--- src/rtl/bat_pkg.sv ---
// Shared types and constants for the breakpoint address table.
// No dependencies; every other file in rtl/ imports this package.
`timescale 1ns / 1ps

package bat_pkg;

  localparam int ADDR_W  = 64;  // width of an instruction address
  localparam int WORD_W  = 62;  // stored address bits 63..2
  localparam int LIMIT_W = 5;   // width of the max_entries register
  localparam int COUNT_W = 5;   // width of the reported entry count

  localparam logic [LIMIT_W-1:0] LIMIT_RESET = 5'd16;

  typedef enum logic [1:0] {
    CMD_ADD    = 2'd0,
    CMD_REMOVE = 2'd1,
    CMD_CLEAR  = 2'd2,
    CMD_MATCH  = 2'd3
  } cmd_t;

endpackage

--- src/rtl/bat_if.sv ---
// Handshake channel interfaces for the breakpoint address table.
// Depends on bat_pkg for the command type and the field widths.
`timescale 1ns / 1ps

// Command channel: one command and one address per transaction.
interface bat_req_if import bat_pkg::*; ();
  logic              valid;
  logic              ready;
  cmd_t              command;
  logic [ADDR_W-1:0] address;

  modport source (output valid, output command, output address, input ready);
  modport sink   (input valid, input command, input address, output ready);
endinterface

// Result channel: one result per command.
interface bat_rsp_if import bat_pkg::*; ();
  logic               valid;
  logic               ready;
  logic               success;
  logic [COUNT_W-1:0] entry_count;

  modport source (output valid, output success, output entry_count, input ready);
  modport sink   (input valid, input success, input entry_count, output ready);
endinterface

// Configuration channel: writes the max_entries register.
interface bat_cfg_if import bat_pkg::*; ();
  logic               valid;
  logic               ready;
  logic [LIMIT_W-1:0] data;

  modport source (output valid, output data, input ready);
  modport sink   (input valid, input data, output ready);
endinterface

--- src/rtl/bat_mem.sv ---
// Address store of the breakpoint table: one write port, one read port,
// read data registered. Depends on bat_pkg for the word width.
`timescale 1ns / 1ps

module bat_mem import bat_pkg::*; #(
  parameter int DEPTH = 16,
  parameter int AW    = 4
) (
  input  logic              clk,
  input  logic              we,
  input  logic [AW-1:0]     waddr,
  input  logic [WORD_W-1:0] wdata,
  input  logic [AW-1:0]     raddr,
  output logic [WORD_W-1:0] rdata
);

  logic [WORD_W-1:0] mem [DEPTH];

  always_ff @(posedge clk) begin
    if (we) begin
      mem[waddr] <= wdata;
    end
  end

  always_ff @(posedge clk) begin
    rdata <= mem[raddr];
  end

endmodule

--- src/rtl/bat_ctrl.sv ---
// Command sequencer of the breakpoint table: scans the address store,
// appends, moves the last entry into a hole, and registers the result.
// Depends on bat_pkg and the channel interfaces in bat_if.sv.
`timescale 1ns / 1ps

module bat_ctrl import bat_pkg::*; #(
  parameter int TABLE_SLOTS = 16,
  parameter int AW          = 4,
  parameter int CW          = 5
) (
  input  logic               clk,
  input  logic               rst,
  input  logic [LIMIT_W-1:0] max_entries,
  bat_req_if.sink            req,
  bat_rsp_if.source          rsp,
  output logic               mem_we,
  output logic [AW-1:0]      mem_waddr,
  output logic [WORD_W-1:0]  mem_wdata,
  output logic [AW-1:0]      mem_raddr,
  input  logic [WORD_W-1:0]  mem_rdata
);

  localparam int LW = (CW > LIMIT_W) ? CW : LIMIT_W;

  typedef enum logic [2:0] {
    S_IDLE,
    S_SCAN,
    S_LAST,
    S_MOVE,
    S_DONE
  } state_t;

  state_t              state;
  cmd_t                cmd_q;
  logic [WORD_W-1:0]   word_q;
  logic [CW-1:0]       count;
  logic [CW-1:0]       idx;
  logic                pend;
  logic [AW-1:0]       pend_idx;
  logic [AW-1:0]       hit_idx;
  logic                ok;
  logic                rsp_valid;
  logic                rsp_success;
  logic [COUNT_W-1:0]  rsp_count;

  logic                room;
  logic                pend_hit;
  logic [CW-1:0]       last_idx;
  logic                add_write;

  // An add has room when the count is below both the register and the slots.
  assign room = (LW'(count) < LW'(max_entries)) && (count < CW'(TABLE_SLOTS));
  assign pend_hit = pend && (mem_rdata == word_q);
  assign last_idx = count - CW'(1);

  // The scan has ended without a hit and an add appends its address.
  assign add_write = (state == S_SCAN) && !pend_hit && !(idx < count) &&
                     (cmd_q == CMD_ADD) && room;

  assign req.ready       = (state == S_IDLE);
  assign rsp.valid       = rsp_valid;
  assign rsp.success     = rsp_success;
  assign rsp.entry_count = rsp_count;

  always_comb begin
    if (state == S_LAST) begin
      mem_raddr = last_idx[AW-1:0];
    end else begin
      mem_raddr = idx[AW-1:0];
    end
  end

  always_ff @(posedge clk) begin
    if (rst) begin
      state     <= S_IDLE;
      count     <= '0;
      pend      <= 1'b0;
      rsp_valid <= 1'b0;
      mem_we    <= 1'b0;
    end else begin
      mem_we <= add_write || (state == S_MOVE);
      if (state == S_DONE && (!rsp_valid || rsp.ready)) begin
        rsp_valid <= 1'b1;
      end else if (rsp_valid && rsp.ready) begin
        rsp_valid <= 1'b0;
      end

      case (state)
        S_IDLE: begin
          if (req.valid) begin
            cmd_q  <= req.command;
            word_q <= req.address[ADDR_W-1:2];
            idx    <= '0;
            pend   <= 1'b0;
            if (req.command == CMD_CLEAR) begin
              count <= '0;
              ok    <= 1'b1;
              state <= S_DONE;
            end else begin
              state <= S_SCAN;
            end
          end
        end

        // One read issued per cycle; the previous read is compared meanwhile.
        S_SCAN: begin
          if (pend_hit) begin
            pend    <= 1'b0;
            hit_idx <= pend_idx;
            case (cmd_q)
              CMD_REMOVE: begin
                ok    <= 1'b0;
                state <= S_LAST;
              end
              CMD_MATCH: begin
                ok    <= 1'b1;
                state <= S_DONE;
              end
              default: begin
                ok    <= 1'b0;
                state <= S_DONE;
              end
            endcase
          end else if (idx < count) begin
            pend     <= 1'b1;
            pend_idx <= idx[AW-1:0];
            idx      <= idx + CW'(1);
          end else begin
            pend <= 1'b0;
            if (add_write) begin
              mem_waddr <= count[AW-1:0];
              mem_wdata <= word_q;
              count     <= count + CW'(1);
              ok        <= 1'b1;
            end else begin
              ok <= 1'b0;
            end
            state <= S_DONE;
          end
        end

        // Read of the last live entry is in flight.
        S_LAST: begin
          state <= S_MOVE;
        end

        // The last entry fills the hole left by the removed one.
        S_MOVE: begin
          mem_waddr <= hit_idx;
          mem_wdata <= mem_rdata;
          count     <= last_idx;
          ok        <= 1'b1;
          state     <= S_DONE;
        end

        S_DONE: begin
          if (!rsp_valid || rsp.ready) begin
            rsp_success <= ok;
            rsp_count   <= COUNT_W'(count);
            state       <= S_IDLE;
          end
        end

        default: begin
          state <= S_IDLE;
        end
      endcase
    end
  end

endmodule

--- src/rtl/breakpoint_address_table.sv ---
// Breakpoint address table: holds up to TABLE_SLOTS word-aligned breakpoint
// addresses and runs add, remove, clear and match commands, one result each.
// Depends on bat_pkg, the interfaces in bat_if.sv, bat_mem and bat_ctrl.
`timescale 1ns / 1ps

// The table keeps address bits 63..2 of each breakpoint in a one-port-write,
// one-port-read memory and a live count; bits 1..0 of every command address
// are ignored. Add fails on a duplicate or when the count has reached the
// lesser of max_entries and TABLE_SLOTS; remove fails if the address is
// absent and otherwise moves the last live entry into the freed slot; clear
// always succeeds; match succeeds on a hit. entry_count reports the count
// after the command (low five bits). Commands are handled one at a time; the
// search reads one entry per clock from the memory, a hit ends it early, and
// a clear skips it. The command channel is ready again as soon as a
// result is loaded into the output register, even if that result has not
// been taken yet. max_entries resets to 16 and is written through the cfg
// channel, which is always ready; write it only while no command is in
// progress. The memory needs no clearing after reset because only entries
// below the live count are ever read.

module breakpoint_address_table import bat_pkg::*; #(
  parameter int TABLE_SLOTS = 16
) (
  input  logic      clk,
  input  logic      rst,
  bat_cfg_if.sink   cfg,
  bat_req_if.sink   req,
  bat_rsp_if.source rsp
);

  // Memory address width and count width (the count can reach TABLE_SLOTS).
  localparam int AW = (TABLE_SLOTS > 1) ? $clog2(TABLE_SLOTS) : 1;
  localparam int CW = $clog2(TABLE_SLOTS + 1);

  logic [LIMIT_W-1:0] max_entries;

  logic               mem_we;
  logic [AW-1:0]      mem_waddr;
  logic [WORD_W-1:0]  mem_wdata;
  logic [AW-1:0]      mem_raddr;
  logic [WORD_W-1:0]  mem_rdata;

  // The configuration register takes a write on every cfg transaction.
  assign cfg.ready = 1'b1;

  always_ff @(posedge clk) begin
    if (rst) begin
      max_entries <= LIMIT_RESET;
    end else if (cfg.valid) begin
      max_entries <= cfg.data;
    end
  end

  // Address store. Writes from the sequencer land in the cycle after the
  // decision, well before any later command can read the same slot.
  bat_mem #(
    .DEPTH (TABLE_SLOTS),
    .AW    (AW)
  ) u_mem (
    .clk   (clk),
    .we    (mem_we),
    .waddr (mem_waddr),
    .wdata (mem_wdata),
    .raddr (mem_raddr),
    .rdata (mem_rdata)
  );

  // Command sequencer with the live count and the result register.
  bat_ctrl #(
    .TABLE_SLOTS (TABLE_SLOTS),
    .AW          (AW),
    .CW          (CW)
  ) u_ctrl (
    .clk         (clk),
    .rst         (rst),
    .max_entries (max_entries),
    .req         (req),
    .rsp         (rsp),
    .mem_we      (mem_we),
    .mem_waddr   (mem_waddr),
    .mem_wdata   (mem_wdata),
    .mem_raddr   (mem_raddr),
    .mem_rdata   (mem_rdata)
  );

endmodule

--- src/flat_wrapper.sv ---
// flat-port wrapper written by rule: the top's interface ports become plain ports
module breakpoint_address_table_flat import bat_pkg::*;
#(
  parameter int TABLE_SLOTS = 16
)
  (clk, rst, cfg_valid, cfg_data, cfg_ready, req_valid, req_command, req_address, req_ready, rsp_valid, rsp_success, rsp_entry_count, rsp_ready);
  bat_cfg_if cfg_i ();
  bat_req_if req_i ();
  bat_rsp_if rsp_i ();
  input  logic clk;
  input  logic rst;
  input wire logic [$bits(cfg_i.valid)-1:0] cfg_valid;
  input wire logic [$bits(cfg_i.data)-1:0] cfg_data;
  output wire logic [$bits(cfg_i.ready)-1:0] cfg_ready;
  input wire logic [$bits(req_i.valid)-1:0] req_valid;
  input wire logic [$bits(req_i.command)-1:0] req_command;
  input wire logic [$bits(req_i.address)-1:0] req_address;
  output wire logic [$bits(req_i.ready)-1:0] req_ready;
  output wire logic [$bits(rsp_i.valid)-1:0] rsp_valid;
  output wire logic [$bits(rsp_i.success)-1:0] rsp_success;
  output wire logic [$bits(rsp_i.entry_count)-1:0] rsp_entry_count;
  input wire logic [$bits(rsp_i.ready)-1:0] rsp_ready;
  assign cfg_i.valid = cfg_valid;
  assign cfg_i.data = cfg_data;
  assign cfg_ready = cfg_i.ready;
  assign req_i.valid = req_valid;
  assign req_i.command = req_command;
  assign req_i.address = req_address;
  assign req_ready = req_i.ready;
  assign rsp_valid = rsp_i.valid;
  assign rsp_success = rsp_i.success;
  assign rsp_entry_count = rsp_i.entry_count;
  assign rsp_i.ready = rsp_ready;
  breakpoint_address_table #(.TABLE_SLOTS(TABLE_SLOTS)) u_core (.clk(clk), .rst(rst), .cfg(cfg_i), .req(req_i), .rsp(rsp_i));
endmodule
--- config.mk ---
export PLATFORM = sky130hd
export DESIGN_NAME = breakpoint_address_table_flat
export DESIGN_NICKNAME = d
export VERILOG_FILES = /design/src/rtl/bat_pkg.sv /design/src/rtl/bat_if.sv /design/src/rtl/bat_mem.sv /design/src/rtl/bat_ctrl.sv /design/src/rtl/breakpoint_address_table.sv /design/src/flat_wrapper.sv
export SDC_FILE = /design/constraint.sdc
export NUM_CORES = 2
export LEC_CHECK = 0
export BUFFER_PORTS_ARGS = -buffer_cell sky130_fd_sc_hd__buf_2
export CAP_MARGIN = 20
export CELL_PAD_IN_SITES_DETAIL_PLACEMENT = 1
export CELL_PAD_IN_SITES_GLOBAL_PLACEMENT = 1
export CORE_UTILIZATION = 45
export CTS_CLUSTER_DIAMETER = 120
export CTS_CLUSTER_SIZE = 25
export DETAILED_ROUTE_END_ITERATION = 12
export PLACE_DENSITY = 0.7
export SETUP_SLACK_MARGIN = 0.15
export SKIP_CTS_REPAIR_TIMING = 1
export SLEW_MARGIN = 30
export SYNTH_ARGS = -nofsm -noshare
export SYNTH_HDL_FRONTEND = slang
export SYNTH_HIERARCHICAL = 1
export SYNTH_SLANG_ARGS = --single-unit
--- constraint.sdc ---
create_clock -name clk -period 8.7 [get_ports clk]
set_clock_uncertainty 0.2 [all_clocks]
set_input_delay 1.74 -clock clk [delete_from_list [all_inputs] [get_ports clk]]
set_output_delay 1.74 -clock clk [all_outputs]
set_load 0.02 [all_outputs]
After elaboration in Yosys (flattened, before gate mapping)
Memories as Yosys holds them, arrays and structs flattened. A register that Yosys moved wholly into a read port is not among the register bits.
Cells that the tools add are included.
{ "op_classes": {"n_bitwise": 2, "n_lt_le_gt_ge": 3, "n_mux": 41, "n_eq_ne": 16, "n_reduce_logical": 29, "addsub": 3} }
{ "ops": {"columns": ["operator", "n"], "rows": [
  ["$mux W62", 3],
  ["$pmux W62 S2", 1],
  ["$eq A62 B62 Y1", 1],
  ["$mux W5", 8],
  ["$mux W3", 6],
  ["$mux W4", 4],
  ["$pmux W3 S5", 1],
  ["$pmux W5 S3", 1],
  ["$reduce_and A5 Y1", 3],
  ["$mux W1", 13],
  ["$reduce_and A3 Y1", 4],
  ["$add A5 B1 Y5 const B", 2],
  ["$lt A5 B5 Y1", 2],
  ["$pmux W5 S2", 1],
  ["$logic_and A1 B1 Y1", 8],
  ["$ne A2 B2 Y1 const B", 4],
  ["$pmux W4 S2", 1],
  ["$eq A3 B2 Y1 const B", 2],
  ["$ne A2 B1 Y1 const B", 3],
  ["$reduce_and A6 Y1", 1],
  ["$reduce_bool A2 Y1", 3],
  ["$lt A5 B5 Y1 const B", 1],
  ["$sub A5 B1 Y5 const B", 1],
  ["$eq A2 B2 Y1 const B", 2],
  ["other kinds (14)", 18]
]} }
{ "word_totals": {"ramBits": 992, "out_inout_bits": 9, "n_memories": 1, "register_bits": 166, "input_bits": 76, "wordCells": 111} }
{ "memory_table": {"columns": ["name", "depth", "width", "read_ports", "rd_ports_with_merged_regs", "write_ports", "line_no", "rtl"], "rows": [
  ["u_core.u_mem.mem", 16, 62, 1, 1, 1, "bat_mem.sv:17", "logic [WORD_W-1:0] mem [DEPTH];"]
]} }

Longest topological paths before layout
Gate-level depths: netlist of run 1.
{ "depth": {"word_depth": 11, "ltp_mapped": 11, "mapped_depth_nobuf": 8} }

Cells and area by module
The synthesis of run 1 kept the hierarchy.
{ "by_module_without_submodules": {"columns": ["module", "cells_each", "area_per_inst_um2", "seq_area_each_um2", "n_inst"], "rows": [
  ["bat_mem", 1598, 38333.0, 31029.8, 1],
  ["bat_ctrl", 469, 7091.8, 4724.5, 1],
  ["breakpoint_address_table", 18, 195.2, 100.1, 1]
]} }

Worst setup path before layout of run 1
OpenSTA, ideal clock, no wires.
{ "synth_timing": {"path_kind": "input -> register", "startpoint": "input port rst", "endpoint": "register u_core.u_ctrl.mem_waddr[0] (enable)", "t_required_ps": 7929, "setup_time_ps": 571, "stages": 3, "arrival_time_ps": 6680, "slack_ps": 1249, "path_buffers": 2, "path_cell_list": "clkbuf_1 buf_1 nor3_1"} }
{ "synth_between": {"elab_chain_cells": 2} }
{ "synth_lines": {"columns": ["item", "line_no", "rtl"], "rows": [
  ["from (decl)", "flat_wrapper.sv:11", "input logic rst;"],
  ["$not A1 Y1 (no source line)", null, null],
  ["$reduce_and A5 Y1 (no source line)", null, null],
  ["to (signal assigned)", "bat_ctrl.sv:131", "mem_waddr <= count[AW-1:0];"],
  ["to (signal assigned)", "bat_ctrl.sv:149", "mem_waddr <= hit_idx;"],
  ["to (decl)", "bat_ctrl.sv:17", "output logic [AW-1:0] mem_waddr,"]
]} }
Every way passes these cells.
A chain may end at the register's enable or synchronous reset.

Final worst setup path of run 1
{ "layout_timing": {"startpoint": "register u_core.u_ctrl.word_q[31]", "endpoint": "register u_core.u_ctrl.mem_wdata[14] (enable)"} }
{ "layout_between": {"elab_chain_cells": 9, "word_cells_on_any_way": 10, "classes_between": "eq/ne: 3; reduce/logical: 7"} }
{ "layout_lines": {"columns": ["item", "line_no", "rtl"], "rows": [
  ["from (decl)", "bat_ctrl.sv:35", "logic [WORD_W-1:0] word_q;"],
  ["from (signal assigned)", "bat_ctrl.sv:92", "word_q <= req.address[ADDR_W-1:2];"],
  ["$eq A62 B62 Y1 *", "bat_ctrl.sv:53", "assign pend_hit = pend && (mem_rdata == word_q);"],
  ["$logic_and A1 B1 Y1 *", "bat_ctrl.sv:53", null],
  ["$logic_not A1 Y1", "bat_ctrl.sv:57", "assign add_write = (state == S_SCAN) && !pend_hit && !(idx < count) &&"],
  ["$logic_and A1 B1 Y1 (3 in a row)", "bat_ctrl.sv:57", null],
  ["$logic_and A1 B1 Y1", "bat_ctrl.sv:58", "(cmd_q == CMD_ADD) && room;"],
  ["$ne A2 B2 Y1 (no source line)", null, null],
  ["$reduce_and A5 Y1 (no source line) *", null, null],
  ["to (signal assigned)", "bat_ctrl.sv:132", "mem_wdata <= word_q;"],
  ["to (signal assigned)", "bat_ctrl.sv:150", "mem_wdata <= mem_rdata;"],
  ["to (decl)", "bat_ctrl.sv:18", "output logic [WORD_W-1:0] mem_wdata,"]
]} }
Every way passes the cells marked *; elsewhere a longest branch is shown, timed or not.

==> insert_results.sql, run 1 <==
INSERT INTO impl_metrics (metric_group, metric, value, unit) VALUES
('global_route', 'grt_antenna_before_repair', '3', ''),
('logic_synthesis', 'synth_edf_count', '1142', ''),
('global_route', 'first_pass_grt_wire_length', '158600', 'um'),
('global_route', 'global_route.usage.met3', '2.797', '%'),
('clock_tree', 'cts_made_buffers', '55', ''),
('clock_tree', 'maximum_level_of_the_cts_h_tree', '2', ''),
('power', 'finalPower', '10.27', 'mW'),
('sta', 'period_minus_slack', '4.814', 'ns'),
('clock_tree', 'clk_latency', '0.72', 'ns'),
('layout', 'final_net_count', '2259', ''),
('logic_synthesis', 'top_ff_cell_synth', 'edfxtp_1', ''),
('worst_setup_path', 'cp_common_cell', 'buf_4', ''),
('layout', 'drive_above_1_share', '24.25', '%'),
('logic_synthesis', 'netlist_area', '0.04562', 'sq mm'),
('layout', 'finalInstanceArea', '0.04965', 'sq mm'),
('clock_tree', 'tritoncts_num_sinks', '1220', ''),
('clock_tree', 'cts_tree', 'yes', ''),
('clock_tree', 'cts_root_buffer', 'clkbuf_16', ''),
('route', 'count_of_vias_placed_by_the_detailed_router', '21330', ''),
('worst_setup_path', 'cp-start-kind', 'flip-flop', ''),
('global_route', 'grt_util_all_layers', '21.70', '%'),
('die', 'dieArea', '0.1027', 'sq mm'),
('job', 'max-cap-violations', '0', ''),
('logic_synthesis', 'ys_ff_latch', '1220', ''),
('logic_synthesis', 'post_synth_inst_count', '2085', ''),
('sta', 'finalHoldViolCount', '0', ''),
('route', 'post-route-drc-count', '0', ''),
('logic_synthesis', 'synth_top_cell_area_share', '75.17', '%'),
('worst_setup_path', 'critPathKind', 'flip-flop to flip-flop', ''),
('worst_setup_path', 'worst-endpoint-required', '8.82', 'ns'),
('worst_setup_path', 'path_max_fanout', '39', ''),
('power', 'largest_voltage_drop_on_the_vdd_net', '0.0002064', 'V'),
('status', 'result_of_the_run', 'complete, no violations', ''),
('placement', 'dp_hpwl', '57560', 'um'),
('die', 'io-pin-count', '85', ''),
('route', 'final_ant_viol_nets', '0', ''),
('sta', 'tightest_slew', '1.037', 'ns'),
('logic_synthesis', 'synth.distinct_cells', '56', ''),
('sta', 'slew_headroom', '30.69', '%'),
('route', 'detail_route.iter0.violations', '2238', ''),
('logic_synthesis', 'syn-num-nets', '2172', ''),
('die', 'fp-row-count', '116', ''),
('logic_synthesis', 'yosys_warnings', '6', ''),
('global_route', 'first_global_vias', '22360', ''),
('global_route', 'met2_capacity_usage_during_global_routing', '36.49', '%'),
('global_route', 'grt_max_degree', '151', ''),
('logic_synthesis', 'netlist_top_cells_area', 'edfxtp_1 (75%), mux4_2 (12%), dfxtp_1 (3.4%), a22oi_1 (2.0%), mux2_2 (1.6%)', ''),
('route', 'drt-wirelength-per-cell', '30.75', 'um'),
('route', 'viasPerCell', '5.971', ''),
('worst_setup_path', 'worst_setup_path_end_kind', 'flip-flop', ''),
('global_route', 'grt_use_met1', '29.86', '%'),
('die', 'fp.dieW', '320.4', 'um'),
('clock_tree', 'cts.clk_slew.worst_paths', '0.10', 'ns'),
('worst_setup_path', 'crit_chain', 'xor2_1, nor4_1, nand4_1, nor4_4, nand2_1, a21oi_2, nor3_2, buf_4, buf_4', ''),
('power', 'power.density_cell_area', '206.9', 'mW/mm^2'),
('power', 'power.static_leakage', '15.37', 'nW'),
('placement', 'port-buffer-count', '81', ''),
('worst_setup_path', 'slowest_stage', 'nor4_1', ''),
('logic_synthesis', 'synth_area_per_cell', '21.88', 'sq um'),
('sta', 'timing.final.setup_violations', '0', ''),
('sta', 'rsz_0062_raised_after_global_routing', 'no', ''),
('die', 'core_area', '0.1003', 'sq mm'),
('worst_setup_path', 'critPathArrivalTime', '4.93', 'ns'),
('logic_synthesis', 'seq_area_frac_synth', '78.59', '%'),
('layout', 'synthToLayoutAreaGrowth', '8.823', '%'),
('sta', 'final_max_slew_viol_count', '0', ''),
('worst_hold_path', 'hold_path_class', 'flip-flop to flip-flop', ''),
('placement', 'dp_worst_setup_slack', '3.997', 'ns'),
('worst_setup_path', 'critical_path.max_stage_delay', '0.78', 'ns'),
('sta', 'period_share', '55.33', '%'),
('clock_tree', 'ctsLongestPathBuffers', '3', '');
==> cells in the final DEF (no fill, tap or decap), types with 10 or more instances in the layout <==
master and instances:
buf_4 33, nand4_1 12, nor2_4 14, clkbuf_16 55, mux2_2 64, dfxtp_1 78, buf_16 10, inv_1 17
a22oi_1 124, ha_1 11, xor2_1 26, nand2_1 85, edfxtp_1 1142, xnor2_1 37, buf_2 81, mux4_2 248
clkbuf_1 39, nor2_1 22
==> through the flow <==
step | hold WS [ns] | utilization (%) | cells
after floorplan | 0.2003 | - | 2085
after global placement | 0.2023 | 47.59 | 3462
after detailed placement | 0.2179 | 47.71 | 3466
after CTS | 0.2483 | 49.32 | 3565
after global routing | 0.2493 | 49.50 | 3571
final | 0.2454 | 49.50 | 3572
==> cell families (layout without fill, tap and decap cells) <==
logic type | after synthesis | after routing | share of synthesized area, %
DFF | 1220 | 1220 | 78.59
muxes | 318 | 318 | 13.95
and+or+nand+nor | 190 | 190 | 2.021
AOI/OAI and AO/OA | 166 | 166 | 2.688
buffers and inverters | 116 | 245 | 1.223
xor gates and xnor gates | 63 | 63 | 1.210
adders and majority gates | 11 | 11 | 0.3017
other | 1 | 2 | 0.008220
==> cells in the mapped netlist (3+ instances only) <==
master       n
a21oi_1      7
a22oi_1    124
a311o_1      3
and2_1       3
buf_1       24
buf_2       11
buf_4       23
buf_6        3
clkbuf_1    38
dfxtp_1     78
edfxtp_1  1142
ha_1        11
inv_1       17
mux2_2      64
mux2i_1      6
mux4_2     248
nand2_1     86
nand2b_1     6
nand3_1      6
nand4_1     12
nor2_1      36
nor2b_1      5
nor3_1      11
nor4_1       9
o21ai_0     11
o31ai_1      4
xnor2_1     37
xor2_1      26
==> worst paths after layout <==
| path | cells after the start | endpoint | from | slack [ns] |
|---|---|---|---|---|
| hold reg to reg | 0 | u_core/u_ctrl/hit_idx[1]$_DFFE_PP_ | u_core/u_ctrl/pend_idx[1]$_DFFE_PP_ | 0.25 |
| setup / recovery | 9 | u_core/u_ctrl/mem_wdata[14]$_DFFE_PP_ | u_core/u_ctrl/word_q[31]$_DFFE_PP_ | 3.89 |
| hold / removal | 0 | u_core/u_ctrl/hit_idx[1]$_DFFE_PP_ | u_core/u_ctrl/pend_idx[1]$_DFFE_PP_ | 0.25 |
| setup reg to reg | 9 | u_core/u_ctrl/mem_wdata[14]$_DFFE_PP_ | u_core/u_ctrl/word_q[31]$_DFFE_PP_ | 3.89 |
==> sequential cells by signal (all words and copies together) (netlist names), 3 cells and up <==
register,cells
u_core/u_ctrl/mem_waddr,4
u_core/u_ctrl/idx,5
u_core/u_ctrl/rsp.entry_count,5
u_core/u_mem/rdata,62
u_core/u_ctrl/mem_wdata,62
u_core/u_ctrl/state,3
u_core/u_ctrl/hit_idx,4
u_core/u_ctrl/count,5
u_core/u_ctrl/word_q,62
u_core/u_ctrl/pend_idx,4
u_core/max_entries,5
u_core/u_mem/mem,992
==> worst max-delay path: cells and delay by family (launching register included) <==
kind / cells / cell delay (ns)
AO/OA/AOI/OAI: 1 / 0.36
flip-flops: 1 / 0.42
AND/OR/NAND/NOR: 5 / 2.26
buffers and inverters: 2 / 0.84
XOR/XNOR: 1 / 0.26
==> metal layers <==
layer  routed length, um  vias to the layer above
met5                   9                        -
met4                2723                        2
met3                7005                      125
met2               55040                      740
met1               45070                    11690
li1                    -                     8771
==> final cells by class <==
class | instances | area [sq um]
antenna | 1 | 2.502
tap | 1357 | 1698
clock buffer | 94 | 1523
clock inverter | 5 | 96.34
multi-input combinational | 749 | 9397
sequential | 1220 | 35850
inverter | 17 | 63.81
fill | 8830 | 50650
timing repair buffer | 129 | 1011
==> power breakdown <==
group | total [mW] | switching [mW] | internal, mW
Clock | 3.00 | 1.78 | 1.22
Sequential | 6.53 | 0.0866 | 6.44
Combinational | 0.744 | 0.416 | 0.328
No activity file was read; power rests on OpenSTA's default activity.
==> inputs of run 2 (changes only) <==
Settings changed: ABC_AREA set to 1, PLACE_DENSITY 0.7 to 0.79.
Clock period 8.7 ns to 4.3 ns, I/O delays scaled along.
==> insert_results.sql, run 2 <==
INSERT INTO impl_metrics (metric_group, metric, value, unit) VALUES
('logic_synthesis', 'synth_common_cells', 'nand2_1 (1595), edfxtp_1 (1142), inv_1 (887)', ''),
('status', 'result_of_the_run', 'complete, no violations', ''),
('route', 'viasPerCell', '5.441', ''),
('clock_tree', 'clk_latency', '0.71', 'ns'),
('clock_tree', 'maximum_level_of_the_cts_h_tree', '2', ''),
('layout', 'most-common-layout-cells', 'nand2_1 (1594), edfxtp_1 (1142), inv_1 (887)', ''),
('worst_setup_path', 'critical_path.max_stage_delay', '0.70', 'ns'),
('die', 'io-pin-count', '85', ''),
('global_route', 'grt_max_degree', '165', ''),
('layout', 'layout.cells.most_common', 'nand2_1', ''),
('layout', 'max_reg_flops', '992', ''),
('sta', 'final_max_slew_viol_count', '0', ''),
('logic_synthesis', 'yosys_warnings', '6', ''),
('worst_setup_path', 'worst-endpoint-required', '4.46', 'ns'),
('sta', 'timing.final.setup_violations', '0', ''),
('die', 'dieArea', '0.1158', 'sq mm'),
('die', 'chipHeight', '340.3', 'um'),
('power', 'power.static_leakage', '23.08', 'nW'),
('power', 'largest_voltage_drop_on_the_vdd_net', '0.0004943', 'V'),
('global_route', 'first_pass_grt_wire_length', '221200', 'um'),
('clock_tree', 'cts.clk_slew.worst_paths', '0.10', 'ns'),
('logic_synthesis', 'async_flop_share', '0', '%'),
('logic_synthesis', 'synth.distinct_cells', '38', ''),
('worst_setup_path', 'critPathBufInv', '3', ''),
('clock_tree', 'cts_tree', 'yes', ''),
('global_route', 'grt_antenna_before_repair', '2', ''),
('die', 'fp.dieW', '340.3', 'um'),
('clock_tree', 'cts_made_buffers', '55', ''),
('sta', 'finalHoldViolCount', '0', ''),
('sta', 'tightest_slew', '1.013', 'ns'),
('worst_setup_path', 'slowest_stage', 'a21oi_4', ''),
('sta', 'slew_headroom', '32.47', '%'),
('logic_synthesis', 'synth_top_area_cell', 'edfxtp_1', ''),
('worst_setup_path', 'path_max_fanout', '37', ''),
('layout', 'top_register', 'u_core/u_mem/mem', ''),
('logic_synthesis', 'ys_ff_latch', '1220', ''),
('power', 'finalPower', '26.47', 'mW'),
('logic_synthesis', 'top_ff_cell_synth', 'edfxtp_1', ''),
('route', 'first_pass_iters', '5', ''),
('worst_setup_path', 'critPathKind', 'flip-flop to flip-flop', ''),
('placement', 'port-buffer-count', '81', ''),
('logic_synthesis', 'netlist_area', '0.05150', 'sq mm'),
('die', 'core_area', '0.1130', 'sq mm'),
('route', 'wirelength', '148700', 'um'),
('logic_synthesis', 'synth_top_cell_area_share', '66.58', '%'),
('sta', 'setup_tns', '0', 'ns'),
('logic_synthesis', 'seq_area_frac_synth', '69.62', '%'),
('global_route', 'first_global_vias', '37020', ''),
('layout', 'synthToLayoutAreaGrowth', '7.373', '%'),
('logic_synthesis', 'netlist_top_cells_area', 'edfxtp_1 (67%), nand2_1 (12%), nand3_1 (7.4%), inv_1 (6.5%), dfxtp_1 (3.0%)', ''),
('worst_hold_path', 'hold_path_class', 'input pin to flip-flop', ''),
('die', 'fp-row-count', '123', ''),
('logic_synthesis', 'syn-num-nets', '5021', ''),
('global_route', 'grt_util_all_layers', '25.38', '%'),
('route', 'final_ant_viol_nets', '0', ''),
('worst_setup_path', 'cp-start-kind', 'flip-flop', ''),
('logic_synthesis', 'synth_area_per_cell', '10.44', 'sq um'),
('logic_synthesis', 'synth_most_common_cell', 'nand2_1', ''),
('route', 'post-route-drc-count', '0', ''),
('placement', 'gp_routability_congestion', '0.7712', ''),
('placement', 'dp_worst_setup_slack', '0.9542', 'ns'),
('die', 'start_util', '45.59', '%'),
('route', 'drt-wirelength-per-cell', '23.02', 'um'),
('clock_tree', 'cts_root_buffer', 'clkbuf_16', ''),
('layout', 'antenna_cells', '0', ''),
('placement', 'dp_hpwl', '81360', 'um'),
('clock_tree', 'ctsLongestPathBuffers', '3', ''),
('logic_synthesis', 'synth_edf_count', '1142', ''),
('clock_tree', 'tritoncts_num_sinks', '1220', ''),
('power', 'power.density_cell_area', '478.6', 'mW/mm^2'),
('sta', 'setup_ws', '0.8545', 'ns'),
('worst_setup_path', 'critPathArrivalTime', '3.60', 'ns'),
('worst_setup_path', 'worst_setup_path_end_kind', 'flip-flop', ''),
('layout', 'drive_above_1_share', '5.427', '%'),
('worst_setup_path', 'crit_chain', 'inv_2, nor3_4, inv_1, a21oi_4, buf_12', ''),
('worst_setup_path', 'path_delay_family', 'buffers and inverters', ''),
('sta', 'clock.fmax', '0.2902', 'GHz'),
('layout', 'final_net_count', '5002', ''),
('logic_synthesis', 'post_synth_inst_count', '4934', ''),
('sta', 'period_minus_slack', '3.446', 'ns'),
('sta', 'rsz_0062_raised_after_global_routing', 'no', ''),
('route', 'count_of_vias_placed_by_the_detailed_router', '35130', ''),
('layout', 'nFillCells', '12370', ''),
('route', 'detail_route.iter0.violations', '3258', ''),
('sta', 'period_share', '80.13', '%'),
('global_route', 'gr-total-overflow', '0', ''),
('job', 'max-cap-violations', '0', '');
[run 2: cell types whose count changed in the layout (fill, tap and decap cells not counted), sizes merged, moves of 9 or more]
cell	previous run	this run
nand2	86	1604
nand3	7	761
mux2	64	0
nor2	36	91
o21ai	11	84
xnor2	37	2
nor4	10	1
mux4	248	0
a22oi	124	0
buf	129	147
xor2	26	4
inv	19	901
[run 2: cell type report]
type,instances,area [sq um],share of cell area (%)
Multi-Input combinational cell,2593,11330,20.49
Inverter,898,3398,6.145
Sequential cell,1220,35850,64.84
Tap cell,1500,1877,3.394
Clock buffer,95,1548,2.799
Clock inverter,4,56.30,0.1018
Timing Repair Buffer,147,1237,2.238
[run 2: final timing paths]
check / from / end / slack, ns / cells past startpoint
setup reg to reg: u_core/u_ctrl/state[0]$_SDFFE_PP0P_ / u_core/u_ctrl/mem_wdata[26]$_DFFE_PP_ / 0.85 / 5
hold reg to reg: u_core/u_ctrl/pend_idx[1]$_DFFE_PP_ / u_core/u_ctrl/hit_idx[1]$_DFFE_PP_ / 0.23 / 0
setup / recovery: u_core/u_ctrl/state[0]$_SDFFE_PP0P_ / u_core/u_ctrl/mem_wdata[26]$_DFFE_PP_ / 0.85 / 5
hold / removal: req_address[20] / u_core/u_ctrl/word_q[18]$_DFFE_PP_ / 0.11 / 1
[run 2: where the power goes]
| group | switching, mW | total, mW | leakage (nW) | internal (mW) |
|---|---|---|---|---|
| Sequential | 0.520 | 14.0 | 10.9 | 13.4 |
| Clock | 3.76 | 6.25 | 0.763 | 2.50 |
| Combinational | 4.47 | 6.25 | 11.4 | 1.78 |
| Total | 8.75 | 26.5 | 23.1 | 17.7 |
[run 2: logic make-up (layout without fill, tap and decap cells)]
family,after synthesis,count (layout),synth area share [%]
compound gates,104,104,1.052
buf+inv,1121,1144,8.736
flops,1220,1220,69.62
xor+xnor,6,6,0.1020
other cells,1,1,0.007281
simple gates,2471,2471,20.22
fa+ha+maj,11,11,0.2672
[run 2: metal layers]
metal	vias to the layer above	share of wire (%)	global-route usage (%)
met5	-	0.013	0
met4	4	2.8	7.773
met3	249	6.4	3.089
met2	1154	49	43.28
met1	17950	42	33.91
li1	15770	-	-
[run 2: through the flow]
step / utilization, % / cell area [sq um] / instances / hold slack (ns)
6_report: 48.96 / 55300 / 6457 / 0.1097
5_1_grt: 48.96 / 55300 / 6457 / 0.08234
4_1_cts: 48.93 / 55280 / 6456 / 0.07276
3_5_place_dp: 47.51 / 53670 / 6357 / 0.2099
3_3_place_gp: 47.51 / 53670 / 6357 / 0.2014
2_1_floorplan: - / 51510 / 4934 / 0.2003
==> inputs of run 3 (changes only) <==
Clock period 4.3 ns to 2.9 ns, I/O delays scaled along.
==> insert_results.sql, run 3 (synthesis gave the netlist of run 2 again) <==
INSERT INTO impl_metrics (metric_group, metric, value, unit) VALUES
('layout', 'antenna_cells', '0', ''),
('worst_setup_path', 'critical_path.startpoint', 'u_core/u_ctrl/word_q[48]$_DFFE_PP_', ''),
('placement', 'port-buffer-count', '81', ''),
('power', 'power.density_cell_area', '702.6', 'mW/mm^2'),
('worst_setup_path', 'critPathArrivalTime', '3.03', 'ns'),
('route', 'post-route-drc-count', '0', ''),
('worst_hold_path', 'hold_path.startpoint', 'req_address[59]', ''),
('worst_setup_path', 'rr_startpoint', 'u_core/u_ctrl/word_q[48]$_DFFE_PP_', ''),
('power', 'power.static_leakage', '24.09', 'nW'),
('sta', 'slew_headroom', '51.46', '%'),
('die', 'start_util', '45.59', '%'),
('worst_setup_path', 'path_max_fanout', '8', ''),
('die', 'fp.dieW', '340.3', 'um'),
('worst_setup_path', 'worst-endpoint-required', '3.15', 'ns'),
('route', 'wirelength', '155400', 'um'),
('die', 'core_area', '0.1130', 'sq mm'),
('layout', 'top_register', 'u_core/u_mem/mem', ''),
('sta', 'clock.fmax', '0.3596', 'GHz'),
('route', 'count_of_vias_placed_by_the_detailed_router', '36110', ''),
('clock_tree', 'ctsLongestPathBuffers', '3', ''),
('power', 'finalPower', '40.40', 'mW'),
('placement', 'dp_hpwl', '88520', 'um'),
('die', 'dieArea', '0.1158', 'sq mm'),
('route', 'final_ant_viol_nets', '0', ''),
('worst_setup_path', 'ff2ff_setup_slack', '0.12', 'ns'),
('clock_tree', 'clk_latency', '0.72', 'ns'),
('clock_tree', 'cts_tree', 'yes', ''),
('route', 'first_pass_iters', '5', ''),
('worst_setup_path', 'timing.critical_path.to', 'u_core/u_ctrl/mem_wdata[7]$_DFFE_PP_', ''),
('layout', 'final_net_count', '5167', ''),
('global_route', 'first_pass_grt_wire_length', '225500', 'um'),
('global_route', 'grt_antenna_before_repair', '2', ''),
('worst_setup_path', 'worst_setup_path_end_kind', 'flip-flop', ''),
('sta', 'period_minus_slack', '2.781', 'ns'),
('layout', 'most-common-layout-cells', 'nand2_1 (1590), edfxtp_1 (1142), inv_1 (885)', ''),
('die', 'fp-row-count', '123', ''),
('sta', 'tightest_slew', '0.7281', 'ns'),
('clock_tree', 'tritoncts_num_sinks', '1220', ''),
('placement', 'cell_count_after_placement', '6426', ''),
('global_route', 'first_global_vias', '37620', ''),
('layout', 'synthToLayoutAreaGrowth', '11.63', '%'),
('route', 'viasPerCell', '5.453', ''),
('worst_setup_path', 'reg2regPathDepth', '13', ''),
('route', 'detail_route.iter0.violations', '3277', ''),
('sta', 'final_max_slew_viol_count', '0', ''),
('job', 'max-cap-violations', '0', ''),
('worst_setup_path', 'rr_endpoint', 'u_core/u_ctrl/mem_wdata[7]$_DFFE_PP_', ''),
('placement', 'gp_routability_congestion', '0.7842', ''),
('clock_tree', 'maximum_level_of_the_cts_h_tree', '2', ''),
('worst_setup_path', 'cp-start-kind', 'flip-flop', ''),
('layout', 'drive_above_1_share', '7.399', '%'),
('power', 'largest_voltage_drop_on_the_vdd_net', '0.0005170', 'V'),
('worst_hold_path', 'hold_path_class', 'input pin to flip-flop', ''),
('sta', 'timing.final.setup_violations', '0', ''),
('layout', 'max_reg_flops', '992', ''),
('global_route', 'gr-total-overflow', '0', ''),
('clock_tree', 'cts_made_buffers', '54', ''),
('global_route', 'grt_util_all_layers', '25.72', '%'),
('layout', 'finish.cell_count_without_fillers', '6622', ''),
('status', 'result_of_the_run', 'complete, no violations', ''),
('clock_tree', 'cts.clk_slew.worst_paths', '0.11', 'ns'),
('layout', 'layout.cells.most_common', 'nand2_1', ''),
('route', 'drt-wirelength-per-cell', '23.47', 'um'),
('die', 'chipHeight', '340.3', 'um'),
('global_route', 'grt_max_degree', '77', ''),
('clock_tree', 'cts_root_buffer', 'clkbuf_16', ''),
('sta', 'rsz_0062_raised_after_global_routing', 'yes', ''),
('worst_setup_path', 'critPathKind', 'flip-flop to flip-flop', ''),
('die', 'io-pin-count', '85', ''),
('sta', 'period_share', '95.89', '%'),
('sta', 'finalHoldViolCount', '0', '');
==> run 3: cell count changes in the layout (fill, tap and decap cells not counted), moves of 4 or more <==
cell,change
buf_16,+7
nand2_2,+4
dfxtp_1,-4
dlygate4sd3_1,+68
clkbuf_16,+9
buf_4,+40
buf_12,+32
buf_6,+8
nand2_1,-4
==> run 3: final cells by class <==
cell class / count / area [sq um]
fill: 12210 / 55470
sequential: 1220 / 35860
multi-input combinational: 2593 / 11360
timing repair buffer: 313 / 3407
inverter: 898 / 3403
tap: 1500 / 1877
clock buffer: 95 / 1526
clock inverter: 3 / 62.56
==> run 3: metrics by stage <==
step                      setup TNS (ns)  area [sq um]  setup slack (ns)  util, %  hold slack, ns
after detailed placement               0         54660            0.1371    48.39          0.2063
after global routing                   0         57500           0.08722    50.90        -0.02351
after CTS                              0         56250           0.07602    49.80         -0.2153
after global placement                 0         54660            0.2249    48.39          0.2017
after floorplan                   -11.95         51650           -0.1810        -          0.2003
final                                  0         57500            0.1191    50.90         0.01437
==> run 3: critical path: stages (launching register included) <==
cell      delay, ns
edfxtp_1       0.57
inv_1          0.11
nand2_1        0.11
nand2_2        0.09
nor2_2         0.13
nand2_1        0.07
nor2_1         0.10
nand2_1        0.10
nor2_4         0.31
nand2_4        0.12
nand4_4        0.12
a21oi_4        0.09
buf_6          0.18
buf_16         0.16
==> run 3: how the worst min path moves through the flow <==
stage	endpoint	slack, ns	cells past startpoint
6_report	u_core/u_ctrl/word_q[57]$_DFFE_PP_	0.01	1
5_1_grt	u_core/u_ctrl/word_q[57]$_DFFE_PP_	-0.02	1
4_1_cts	u_core/u_ctrl/word_q[12]$_DFFE_PP_	-0.22	1
3_5_place_dp	u_core/u_ctrl/hit_idx[1]$_DFFE_PP_	0.21	0
3_3_place_gp	u_core/u_ctrl/hit_idx[0]$_DFFE_PP_	0.20	0
2_1_floorplan	u_core/u_ctrl/hit_idx[0]$_DFFE_PP_	0.20	0
==> run 3: metal layers <==
layer / vias to the layer above / share of wire, % / global-route usage, %
met5: - / 0.016 / 0
met4: 4 / 2.8 / 7.380
met3: 274 / 7.4 / 3.642
met2: 1387 / 50 / 44.27
met1: 18330 / 40 / 33.85
li1: 16120 / - / -
==> run 3: report_power, final <==
| group | internal, mW | switching (mW) | total [mW] |
|---|---|---|---|
| logic | 3.46 | 7.08 | 10.5 |
| registers | 19.9 | 0.748 | 20.7 |
| clock network | 3.71 | 5.47 | 9.18 |
| total | 27.1 | 13.3 | 40.4 |
